File: src/pft_pkg.sv
`default_nettype none

package pft_pkg;

  localparam int FRAMES     = 16;
  localparam int FRAME_W    = $clog2(FRAMES);
  localparam int CNT_W      = $clog2(FRAMES + 1);
  localparam int PID_W      = 16;
  localparam int PAGE_W     = 32;
  localparam int STAMP_W    = 32;
  localparam int ADDR_W     = 32;
  localparam int FUNC_W     = 2;
  localparam int SHIFT_W    = 5;
  localparam int LIMIT_W    = 5;
  localparam int CFG_IDX_W  = 1;
  localparam int CFG_DATA_W = 5;
  localparam int IN_W       = 56;
  localparam int OUT_W      = 80;

  localparam logic [FUNC_W-1:0] FUNC_NEW    = 2'd0;
  localparam logic [FUNC_W-1:0] FUNC_ACCESS = 2'd1;
  localparam logic [FUNC_W-1:0] FUNC_TERM   = 2'd2;

  localparam logic [CFG_IDX_W-1:0] CFG_PAGE_SHIFT  = 1'b0;
  localparam logic [CFG_IDX_W-1:0] CFG_FRAME_LIMIT = 1'b1;

  typedef struct packed {
    logic clear;
    logic track;
  } scan_ctrl_t;

  typedef struct packed {
    logic               pid_eq;
    logic               page_eq;
    logic               found;
    logic [FRAME_W-1:0] best_idx;
  } scan_stat_t;

endpackage

`default_nettype wire

File: src/pft_free_q.sv
`default_nettype none

module pft_free_q (
  input  wire logic                        clk,
  input  wire logic                        rst_n,
  input  wire logic                        push,
  input  wire logic [pft_pkg::FRAME_W-1:0] push_frame,
  input  wire logic                        pop,
  output logic      [pft_pkg::FRAME_W-1:0] head_frame,
  output logic      [pft_pkg::CNT_W-1:0]   count
);
  import pft_pkg::*;

  logic [FRAME_W-1:0] mem_r [FRAMES];
  logic [FRAME_W-1:0] head_r;
  logic [FRAME_W-1:0] head_nxt;
  logic [CNT_W-1:0]   count_r;
  logic [CNT_W-1:0]   count_nxt;
  logic [FRAME_W:0]   tail_sum;
  logic [FRAME_W-1:0] tail;
  logic               push_ok;
  logic               pop_ok;

  always_comb begin
    tail_sum = {1'b0, head_r} + (FRAME_W + 1)'(count_r);
    if (tail_sum >= (FRAME_W + 1)'(FRAMES)) begin
      tail_sum = tail_sum - (FRAME_W + 1)'(FRAMES);
    end
    tail = tail_sum[FRAME_W-1:0];
  end

  assign push_ok = push && (count_r < CNT_W'(FRAMES));
  assign pop_ok  = pop && (count_r != '0);

  always_comb begin
    head_nxt  = head_r;
    count_nxt = count_r;
    if (pop_ok) begin
      head_nxt  = (head_r == FRAME_W'(FRAMES - 1)) ? '0 : head_r + FRAME_W'(1);
      count_nxt = count_nxt - CNT_W'(1);
    end
    if (push_ok) begin
      count_nxt = count_nxt + CNT_W'(1);
    end
  end

  always_ff @(posedge clk) begin
    if (!rst_n) begin
      head_r  <= '0;
      count_r <= '0;
    end else begin
      head_r  <= head_nxt;
      count_r <= count_nxt;
    end
  end

  always_ff @(posedge clk) begin
    if (push_ok) begin
      mem_r[tail] <= push_frame;
    end
  end

  assign head_frame = mem_r[head_r];
  assign count      = count_r;

endmodule

`default_nettype wire

File: src/pft_scan_unit.sv
`default_nettype none

module pft_scan_unit (
  input  wire logic                        clk,
  input  wire logic                        rst_n,
  input  wire pft_pkg::scan_ctrl_t         ctrl,
  input  wire logic [pft_pkg::FRAME_W-1:0] idx,
  input  wire logic                        ent_valid,
  input  wire logic [pft_pkg::PID_W-1:0]   ent_pid,
  input  wire logic [pft_pkg::PAGE_W-1:0]  ent_page,
  input  wire logic [pft_pkg::STAMP_W-1:0] ent_stamp,
  input  wire logic [pft_pkg::PID_W-1:0]   key_pid,
  input  wire logic [pft_pkg::PAGE_W-1:0]  key_page,
  output pft_pkg::scan_stat_t              stat,
  output logic      [pft_pkg::PID_W-1:0]   vic_pid,
  output logic      [pft_pkg::PAGE_W-1:0]  vic_page
);
  import pft_pkg::*;

  logic               found_r;
  logic [FRAME_W-1:0] best_idx_r;
  logic [STAMP_W-1:0] best_stamp_r;
  logic [PID_W-1:0]   best_pid_r;
  logic [PAGE_W-1:0]  best_page_r;
  logic               older;
  logic               take;

  assign older = !found_r || (ent_stamp < best_stamp_r);
  assign take  = ctrl.track && ent_valid && older;

  always_ff @(posedge clk) begin
    if (!rst_n) begin
      found_r    <= 1'b0;
      best_idx_r <= '0;
    end else if (ctrl.clear) begin
      found_r    <= 1'b0;
      best_idx_r <= '0;
    end else if (take) begin
      found_r    <= 1'b1;
      best_idx_r <= idx;
    end
  end

  always_ff @(posedge clk) begin
    if (take) begin
      best_stamp_r <= ent_stamp;
      best_pid_r   <= ent_pid;
      best_page_r  <= ent_page;
    end
  end

  assign stat.pid_eq   = (ent_pid == key_pid);
  assign stat.page_eq  = (ent_page == key_page);
  assign stat.found    = found_r;
  assign stat.best_idx = best_idx_r;
  assign vic_pid       = best_pid_r;
  assign vic_page      = best_page_r;

endmodule

`default_nettype wire

File: src/page_frame_table_lru.sv
// Frame table of a paged memory with least-recently-used replacement.
// Input words arrive on in_tvalid/in_tready/in_tdata and carry one of three
// requests: start a new process, access an address, or terminate a process.
// Each input word yields exactly one result word on out_tvalid/out_tready/
// out_tdata. The configuration port (cfg_we, cfg_index, cfg_wdata) sets the page
// shift and the frame limit; the user must write it only while the block is
// idle, which the block itself does not enforce. It works on one word at a
// time and scans the sixteen frames through a single compare unit, one frame
// per cycle. A new-process word goes straight to placement; an access scans
// until a hit, else places the page in a free frame or, after a second scan,
// over the least recently used entry; a terminate scans all frames. The block
// is ready once it loads the result and can take the next word the cycle after.
// The result register lets the next word be taken while a finished result
// waits; if the receiver stalls, the following result waits in its final state
// until the register is free. Reset empties the table and the free queue,
// clears the process and use counters, and sets the page shift to 12 and the
// frame limit to 16.
`default_nettype none

module page_frame_table_lru (
  input  wire logic                           clk,
  input  wire logic                           rst_n,
  input  wire logic                           in_tvalid,
  output logic                                in_tready,
  // Fields from bit 0: func, proc_id, address, zero fill.
  input  wire logic [pft_pkg::IN_W-1:0]       in_tdata,
  output logic                                out_tvalid,
  input  wire logic                           out_tready,
  // Fields from bit 0: assigned_pid, frame_used, hit, evicted, victim_pid,
  // victim_page, freed_count, zero fill.
  output logic      [pft_pkg::OUT_W-1:0]      out_tdata,
  input  wire logic                           cfg_we,
  input  wire logic [pft_pkg::CFG_IDX_W-1:0]  cfg_index,
  input  wire logic [pft_pkg::CFG_DATA_W-1:0] cfg_wdata
);
  import pft_pkg::*;

  typedef enum logic [2:0] {
    ST_IDLE,
    ST_SCAN,
    ST_PLACE,
    ST_LRU,
    ST_WRITE,
    ST_DONE
  } state_t;

  state_t             state_r, state_nxt;
  logic [FRAME_W-1:0] idx_r, idx_nxt;
  logic [FUNC_W-1:0]  func_r, func_nxt;
  logic [PID_W-1:0]   key_pid_r, key_pid_nxt;
  logic [PAGE_W-1:0]  key_page_r, key_page_nxt;
  logic [CNT_W-1:0]   used_r, used_nxt;
  logic [PID_W-1:0]   next_pid_r, next_pid_nxt;
  logic [STAMP_W-1:0] use_cnt_r, use_cnt_nxt;
  logic [FRAME_W-1:0] frame_r, frame_nxt;
  logic               lru_mode_r, lru_mode_nxt;
  logic [FRAMES-1:0]  valid_r, valid_nxt;
  logic [FRAME_W-1:0] res_frame_r, res_frame_nxt;
  logic               res_hit_r, res_hit_nxt;
  logic               res_evicted_r, res_evicted_nxt;
  logic [PID_W-1:0]   res_vpid_r, res_vpid_nxt;
  logic [PAGE_W-1:0]  res_vpage_r, res_vpage_nxt;
  logic [CNT_W-1:0]   res_freed_r, res_freed_nxt;
  logic               out_valid_r, out_valid_nxt;
  logic [OUT_W-1:0]   out_data_r, out_data_nxt;

  logic [SHIFT_W-1:0] page_shift_r;
  logic [LIMIT_W-1:0] frame_limit_r;
  logic [CNT_W-1:0]   limit;

  logic [PID_W-1:0]   ent_pid_r   [FRAMES];
  logic [PAGE_W-1:0]  ent_page_r  [FRAMES];
  logic [STAMP_W-1:0] ent_stamp_r [FRAMES];

  logic               ent_we;
  logic               stamp_we;
  logic [FRAME_W-1:0] ent_widx;

  scan_ctrl_t         scan_ctrl;
  scan_stat_t         scan_stat;
  logic [PID_W-1:0]   vic_pid;
  logic [PAGE_W-1:0]  vic_page;

  logic               q_push;
  logic               q_pop;
  logic [FRAME_W-1:0] q_head;
  logic [CNT_W-1:0]   q_count;

  logic [FUNC_W-1:0]  in_func;
  logic [PID_W-1:0]   in_pid;
  logic [ADDR_W-1:0]  in_addr;
  logic               last_idx;
  logic               in_fire;
  logic [FRAME_W-1:0] place_frame;

  assign in_func = in_tdata[1:0];
  assign in_pid  = in_tdata[17:2];
  assign in_addr = in_tdata[49:18];

  assign in_tready = (state_r == ST_IDLE);
  assign in_fire   = in_tvalid && in_tready;
  assign last_idx  = (idx_r == FRAME_W'(FRAMES - 1));

  always_comb begin
    if (frame_limit_r == '0) begin
      limit = CNT_W'(1);
    end else if (CNT_W'(frame_limit_r) > CNT_W'(FRAMES)) begin
      limit = CNT_W'(FRAMES);
    end else begin
      limit = CNT_W'(frame_limit_r);
    end
  end

  always_ff @(posedge clk) begin
    if (!rst_n) begin
      page_shift_r  <= SHIFT_W'(12);
      frame_limit_r <= LIMIT_W'(16);
    end else if (cfg_we) begin
      case (cfg_index)
        CFG_PAGE_SHIFT:  page_shift_r  <= cfg_wdata;
        CFG_FRAME_LIMIT: frame_limit_r <= cfg_wdata;
        default: ;
      endcase
    end
  end

  pft_scan_unit u_scan (
    .clk       (clk),
    .rst_n     (rst_n),
    .ctrl      (scan_ctrl),
    .idx       (idx_r),
    .ent_valid (valid_r[idx_r]),
    .ent_pid   (ent_pid_r[idx_r]),
    .ent_page  (ent_page_r[idx_r]),
    .ent_stamp (ent_stamp_r[idx_r]),
    .key_pid   (key_pid_r),
    .key_page  (key_page_r),
    .stat      (scan_stat),
    .vic_pid   (vic_pid),
    .vic_page  (vic_page)
  );

  pft_free_q u_free_q (
    .clk        (clk),
    .rst_n      (rst_n),
    .push       (q_push),
    .push_frame (idx_r),
    .pop        (q_pop),
    .head_frame (q_head),
    .count      (q_count)
  );

  assign place_frame = lru_mode_r ? scan_stat.best_idx : frame_r;

  always_comb begin
    state_nxt       = state_r;
    idx_nxt         = idx_r;
    func_nxt        = func_r;
    key_pid_nxt     = key_pid_r;
    key_page_nxt    = key_page_r;
    used_nxt        = used_r;
    next_pid_nxt    = next_pid_r;
    use_cnt_nxt     = use_cnt_r;
    frame_nxt       = frame_r;
    lru_mode_nxt    = lru_mode_r;
    valid_nxt       = valid_r;
    res_frame_nxt   = res_frame_r;
    res_hit_nxt     = res_hit_r;
    res_evicted_nxt = res_evicted_r;
    res_vpid_nxt    = res_vpid_r;
    res_vpage_nxt   = res_vpage_r;
    res_freed_nxt   = res_freed_r;
    out_valid_nxt   = out_valid_r && !out_tready;
    out_data_nxt    = out_data_r;
    scan_ctrl       = '0;
    q_push          = 1'b0;
    q_pop           = 1'b0;
    ent_we          = 1'b0;
    stamp_we        = 1'b0;
    ent_widx        = idx_r;

    case (state_r)
      ST_IDLE: begin
        if (in_fire) begin
          func_nxt        = in_func;
          key_pid_nxt     = in_pid;
          key_page_nxt    = in_addr >> page_shift_r;
          idx_nxt         = '0;
          res_frame_nxt   = '0;
          res_hit_nxt     = 1'b0;
          res_evicted_nxt = 1'b0;
          res_vpid_nxt    = '0;
          res_vpage_nxt   = '0;
          res_freed_nxt   = '0;
          case (in_func)
            FUNC_NEW: begin
              key_pid_nxt  = next_pid_r;
              key_page_nxt = '0;
              next_pid_nxt = next_pid_r + PID_W'(1);
              state_nxt    = ST_PLACE;
            end
            FUNC_ACCESS, FUNC_TERM: state_nxt = ST_SCAN;
            default:                state_nxt = ST_DONE;
          endcase
        end
      end

      ST_SCAN: begin
        if (func_r == FUNC_ACCESS) begin
          if (valid_r[idx_r] && scan_stat.pid_eq && scan_stat.page_eq) begin
            stamp_we      = 1'b1;
            use_cnt_nxt   = use_cnt_r + STAMP_W'(1);
            res_frame_nxt = idx_r;
            res_hit_nxt   = 1'b1;
            state_nxt     = ST_DONE;
          end else if (last_idx) begin
            state_nxt = ST_PLACE;
          end else begin
            idx_nxt = idx_r + FRAME_W'(1);
          end
        end else begin
          if (valid_r[idx_r] && scan_stat.pid_eq) begin
            valid_nxt[idx_r] = 1'b0;
            q_push           = 1'b1;
            if (used_r != '0) begin
              used_nxt = used_r - CNT_W'(1);
            end
            res_freed_nxt = res_freed_r + CNT_W'(1);
          end
          if (last_idx) begin
            state_nxt = ST_DONE;
          end else begin
            idx_nxt = idx_r + FRAME_W'(1);
          end
        end
      end

      ST_PLACE: begin
        if ((used_r < limit) && ((q_count != '0) || (used_r < CNT_W'(FRAMES)))) begin
          if (q_count != '0) begin
            frame_nxt = q_head;
            q_pop     = 1'b1;
          end else begin
            frame_nxt = used_r[FRAME_W-1:0];
          end
          used_nxt     = used_r + CNT_W'(1);
          lru_mode_nxt = 1'b0;
          state_nxt    = ST_WRITE;
        end else begin
          scan_ctrl.clear = 1'b1;
          idx_nxt         = '0;
          lru_mode_nxt    = 1'b1;
          state_nxt       = ST_LRU;
        end
      end

      ST_LRU: begin
        scan_ctrl.track = 1'b1;
        if (last_idx) begin
          state_nxt = ST_WRITE;
        end else begin
          idx_nxt = idx_r + FRAME_W'(1);
        end
      end

      ST_WRITE: begin
        if (lru_mode_r) begin
          if (scan_stat.found) begin
            res_evicted_nxt = 1'b1;
            res_vpid_nxt    = vic_pid;
            res_vpage_nxt   = vic_page;
          end else begin
            used_nxt = used_r + CNT_W'(1);
          end
        end
        ent_we                 = 1'b1;
        ent_widx               = place_frame;
        valid_nxt[place_frame] = 1'b1;
        use_cnt_nxt            = use_cnt_r + STAMP_W'(1);
        res_frame_nxt          = place_frame;
        state_nxt              = ST_DONE;
      end

      ST_DONE: begin
        if (!out_valid_r || out_tready) begin
          out_valid_nxt = 1'b1;
          out_data_nxt  = {5'd0, res_freed_r, res_vpage_r, res_vpid_r, res_evicted_r,
                           res_hit_r, res_frame_r, key_pid_r};
          state_nxt     = ST_IDLE;
        end
      end

      default: state_nxt = ST_IDLE;
    endcase
  end

  always_ff @(posedge clk) begin
    if (!rst_n) begin
      state_r     <= ST_IDLE;
      idx_r       <= '0;
      func_r      <= '0;
      used_r      <= '0;
      next_pid_r  <= '0;
      use_cnt_r   <= '0;
      frame_r     <= '0;
      lru_mode_r  <= 1'b0;
      valid_r     <= '0;
      out_valid_r <= 1'b0;
      out_data_r  <= '0;
    end else begin
      state_r     <= state_nxt;
      idx_r       <= idx_nxt;
      func_r      <= func_nxt;
      used_r      <= used_nxt;
      next_pid_r  <= next_pid_nxt;
      use_cnt_r   <= use_cnt_nxt;
      frame_r     <= frame_nxt;
      lru_mode_r  <= lru_mode_nxt;
      valid_r     <= valid_nxt;
      out_valid_r <= out_valid_nxt;
      out_data_r  <= out_data_nxt;
    end
  end

  always_ff @(posedge clk) begin
    key_pid_r     <= key_pid_nxt;
    key_page_r    <= key_page_nxt;
    res_frame_r   <= res_frame_nxt;
    res_hit_r     <= res_hit_nxt;
    res_evicted_r <= res_evicted_nxt;
    res_vpid_r    <= res_vpid_nxt;
    res_vpage_r   <= res_vpage_nxt;
    res_freed_r   <= res_freed_nxt;
  end

  always_ff @(posedge clk) begin
    if (ent_we) begin
      ent_pid_r[ent_widx]   <= key_pid_r;
      ent_page_r[ent_widx]  <= key_page_r;
      ent_stamp_r[ent_widx] <= use_cnt_r;
    end else if (stamp_we) begin
      ent_stamp_r[ent_widx] <= use_cnt_r;
    end
  end

  assign out_tvalid = out_valid_r;
  assign out_tdata  = out_data_r;

  a_used_matches_valid: assert property (@(posedge clk) disable iff (!rst_n)
    (state_r == ST_IDLE) |-> ($countones(valid_r) == int'(used_r)))
    else $error("used frame count differs from the number of valid entries");

  a_queue_fits: assert property (@(posedge clk) disable iff (!rst_n)
    (state_r == ST_IDLE) |->
      (({1'b0, q_count} + {1'b0, used_r}) <= (CNT_W + 1)'(FRAMES)))
    else $error("free queue and used frames exceed the frame count");

  a_busy_after_accept: assert property (@(posedge clk) disable iff (!rst_n)
    in_fire |=> !in_tready)
    else $error("input taken again before the previous word finished");

  a_hit_not_evict: assert property (@(posedge clk) disable iff (!rst_n)
    out_valid_r |-> !(out_data_r[20] && out_data_r[21]))
    else $error("result marks both a hit and an eviction");

  a_term_no_frame: assert property (@(posedge clk) disable iff (!rst_n)
    (out_valid_r && (out_data_r[74:70] != '0)) |-> (out_data_r[21:16] == '0))
    else $error("terminate result carries frame or hit information");

endmodule

`default_nettype wire

File: config.mk
export PLATFORM = sky130hd
export DESIGN_NAME = page_frame_table_lru
export DESIGN_NICKNAME = d
export VERILOG_FILES = /design/src/pft_pkg.sv /design/src/pft_free_q.sv /design/src/pft_scan_unit.sv /design/src/page_frame_table_lru.sv
export SDC_FILE = /design/constraint.sdc
export NUM_CORES = 2
export LEC_CHECK = 0
export ABC_AREA = 1
export CORE_UTILIZATION = 50
export DETAILED_ROUTE_END_ITERATION = 10
export DONT_BUFFER_PORTS = 1
export GPL_ROUTABILITY_DRIVEN = 0
export SLEW_MARGIN = 20
export SYNTH_ARGS = -nofsm -noshare
export SYNTH_HDL_FRONTEND = slang
export SYNTH_SLANG_ARGS = --single-unit
File: constraint.sdc
create_clock -name clk -period 7.3 [get_ports clk]
set_clock_uncertainty 0.15 [all_clocks]
set_input_delay 0.73 -clock clk [delete_from_list [all_inputs] [get_ports clk]]
set_output_delay 0.73 -clock clk [all_outputs]
set_load 0.05 [all_outputs]
==> flow_summary.toml <==
[run_status]
status = "finished clean"

[timing]
setup-violations-final = 0
fin_setup_tns_ns = 0
post-route-period-util = 0.810
min_period_ns = 5.91
fmax_mhz = 169
tightest_slew_ns = 1.11
finalMaxSlewViolations = 0
max_slew_margin = 0.255
timing.final.hold_violations = 0
rsz0062_at_grt = "no"
worst_slack_ns = 1.39

[grt]
grt_max_degree = 188
gr-total-overflow = 0
grt_first_pass_wirelength_um = 293000
grt_pass1_vias = 46900
grt_usage = 0.258
antenna_found_initial = 8

[critical_path]
cp-start-kind = "register"
cp_max_fo = 180
required_ns = 7.64
critPathCaptureType = "register"
arrival_ns = 6.25
path_class = "reg2reg"
reg2reg_slack_ns = 1.39
worstReg2RegEnd = "ent_stamp_r[12][4]$_DFFE_PP_"
endpoint = "ent_stamp_r[12][4]$_DFFE_PP_"
rr_worst_depth = 20

[pwr]
power_leakage_nw = 29.9
p_sw_mw = 10.6
powerDensity_nw_per_um2 = 365
seqPwrFrac = 0.434
combPwrFrac = 0.277
intPower_mw = 19.1
switching_share = 0.356
clkPwrFrac = 0.290
ir_drop_uv = 342

[synth]
synth_area_per_cell_um2 = 11.0
async_flop_share = 0
synth_top_area_frac = 0.619
yosysMostFrequentCell = "edfxtp_1"
synthAdderAreaFrac = 0.00896
synth-xor-area-share = 0.00448
ys_top_cells_by_count = "edfxtp_1 (1531), nand2_1 (1381), nor2_1 (891)"
synth_area_leaders = "edfxtp_1 (62%), nand2_1 (7.0%), dfxtp_1 (5.1%), nor2_1 (4.5%), o21ai_0 (3.6%)"
yosysSeqAreaShare = 0.670
syn-cell-area_um2 = 74300
synthMuxAreaShare = 0.00377
synth_edf_count = 1531
synth_top_area_cell = "edfxtp_1"
synth_cell_type_count = 63
synth-simple-area-share = 0.176
syn_inst = 6780
synth-warning-count = 0
synth_compound_area_frac = 0.0794
synthFlopType = "edfxtp_1"
synth_top_family_by_area = "simple AND/OR/NAND/NOR gates"
ys_seq_elements = 1722

[floorplanning]
rows = 141
die_h_um = 388
boundaryPins = 149
core_um2 = 148000
die_w_um = 388
die_area_um2 = 150000
initial_core_util = 0.503

[route]
wl_per_cell_um = 22.2
drt_iter0_drc = 4907
vias_per_cell = 5.64
drc = 0
drt_wl_total_um = 195000
num_vias = 49600
drt_pass1_iterations = 5
antenna_left = 0

[clocking]
cts_made_buffers = 176
cts_buffer_depth = 3
cts_resized = 0
cts_tree = "built"
root_buffer = "clkbuf_16"
post-cts-setup-buffers = 0
path_clk_slew_ns = 0.06
clk_latency_ns = 0.81
htree_levels = 4
clock-sinks = 1722

[min_path]
min_path_type = "in2reg"

[finish]
drive_gt1_frac = 0.0848
num-nets-final = 6830
syn_to_final_growth_pct = 9.50

[placed_design]
pre_cts_slack_ns = 1.37
port_buffers = 0
dp_hpwl_um = 110000

[job]
cap_violations = 0
-- registers in the layout, indices dropped and copies added (netlist names), 16 cells and up, named ones only --
name                 flops
u_free_q.mem_r          64
u_scan.best_stamp_r     32
ent_page_r             512
out_tdata               75
ent_stamp_r            512
res_vpage_r             32
u_scan.vic_page         32
use_cnt_r               32
key_page_r              32
key_pid_r               16
u_scan.vic_pid          16
next_pid_r              16
valid_r                 16
res_vpid_r              16
ent_pid_r              256
-- power groups by stage --
stage | registers, mW | clock network, mW | logic [mW]
2_1_floorplan | 12.8 | 0 | 5.93
3_3_place_gp | 13.0 | 0 | 7.98
3_5_place_dp | 13.1 | 0 | 8.10
4_1_cts | 12.9 | 8.74 | 8.17
5_1_grt | 13.0 | 9.12 | 9.11
6_report | 12.9 | 8.60 | 8.22
-- stage by stage --
step / hold slack (ns) / util / power (mW) / instance area [um2] / cells
after floorplan: 0.280 / - / 18.7 / 74300 / 6784
after global placement: 0.289 / 0.512 / 21.0 / 75700 / 8441
after detailed placement: 0.294 / 0.512 / 21.2 / 75700 / 8441
after CTS: 0.00201 / 0.551 / 29.8 / 81400 / 8784
after global routing: 0.00874 / 0.551 / 31.2 / 81400 / 8784
final: 0.0281 / 0.551 / 29.7 / 81400 / 8787
-- how the worst min path moves through the flow --
stage	cells past startpoint	start	endpoint
global placement	2	func_r[0]$_SDFFE_PN0P_	func_r[0]$_SDFFE_PN0P_
detailed placement	2	func_r[0]$_SDFFE_PN0P_	func_r[0]$_SDFFE_PN0P_
floorplan	2	func_r[0]$_SDFFE_PN0P_	func_r[0]$_SDFFE_PN0P_
finish	2	rst_n	frame_limit_r[0]$_SDFFE_PN0P_
CTS	2	in_tdata[5]	key_pid_r[3]$_DFFE_PP_
global route	2	rst_n	frame_limit_r[1]$_SDFFE_PN0P_
-- placed cells by master (no fill, tap or decap), types with 6 or more instances in the layout --
| cell | count |
|---|---|
| o21ai_0 | 537 |
| clkbuf_8 | 13 |
| o221ai_1 | 93 |
| clkbuf_16 | 185 |
| buf_12 | 23 |
| dfxtp_1 | 186 |
| edfxtp_1 | 1531 |
| clkbuf_1 | 58 |
| nand4_1 | 15 |
| nand2_1 | 1381 |
| o21ai_1 | 33 |
| a31oi_1 | 12 |
| nor3_1 | 51 |
| clkinv_1 | 32 |
| o32ai_1 | 11 |
| xnor2_1 | 11 |
| clkinv_2 | 22 |
| nor4_1 | 8 |
| o22ai_1 | 43 |
| a21oi_1 | 106 |
| nand3_2 | 57 |
| nand3_1 | 535 |
| inv_1 | 498 |
| nor2_2 | 10 |
| xor2_1 | 27 |
| dlygate4sd3_1 | 21 |
| nor2_4 | 34 |
| a21oi_2 | 30 |
| a211oi_1 | 6 |
| buf_4 | 72 |
| o211ai_1 | 104 |
| nand2_2 | 86 |
| or2_2 | 9 |
| mux2i_1 | 28 |
| ha_1 | 50 |
| nor2_1 | 869 |
-- logic make-up (layout without fill, tap and decap cells) --
group	after synthesis	count (layout)
compound gates	996	996
mux	28	28
fa+ha+maj	52	52
simple gates	3064	3064
buf+inv	879	949
flops	1722	1722
xor+xnor	38	38
other cells	1	8
-- critical path: stages, from the launching register on --
cell and delay [ns]:
dfxtp_4 0.68, clkinv_16 0.46, buf_4 0.48, nor2_1 0.17, nor2_1 0.05, o21ai_1 0.11, nand3_1 0.12, nand3_2 0.13
nand2_2 0.10, nand2_2 0.06, nand2_1 0.05, nor2_1 0.17, nand2_1 0.13, nor2_1 0.24, nand2_2 0.09, nor2_2 0.48
nand3_4 0.25, nand2_8 0.34, inv_8 0.17, nor2_4 0.56, buf_12 0.31
-- per-layer routing --
metal	part of all wire	track usage
met2	0.45	0.399
met3	0.071	0.0393
met1	0.45	0.382
met5	0.000067	0
met4	0.020	0.0638
-- area by class of cell --
| cell class | instances | area, um2 |
|---|---|---|
| flip-flops and latches | 1722 | 49800 |
| multi-input cells | 4183 | 20500 |
| clock buffers | 256 | 5030 |
| diodes | 3 | 7.51 |
| fillers | 12300 | 66300 |
| clock inverters | 65 | 450 |
| repair buffers | 117 | 1240 |
| inverters | 511 | 1980 |
| well taps | 1930 | 2410 |
-- repair_timing --
item / 4_1_cts / 5_1_grt
setup endpoints to repair: 0 / 0
hold endpoints to repair: 145 / 0
hold buffers: 22 / 0
No activity file was read; power rests on OpenSTA's default activity.
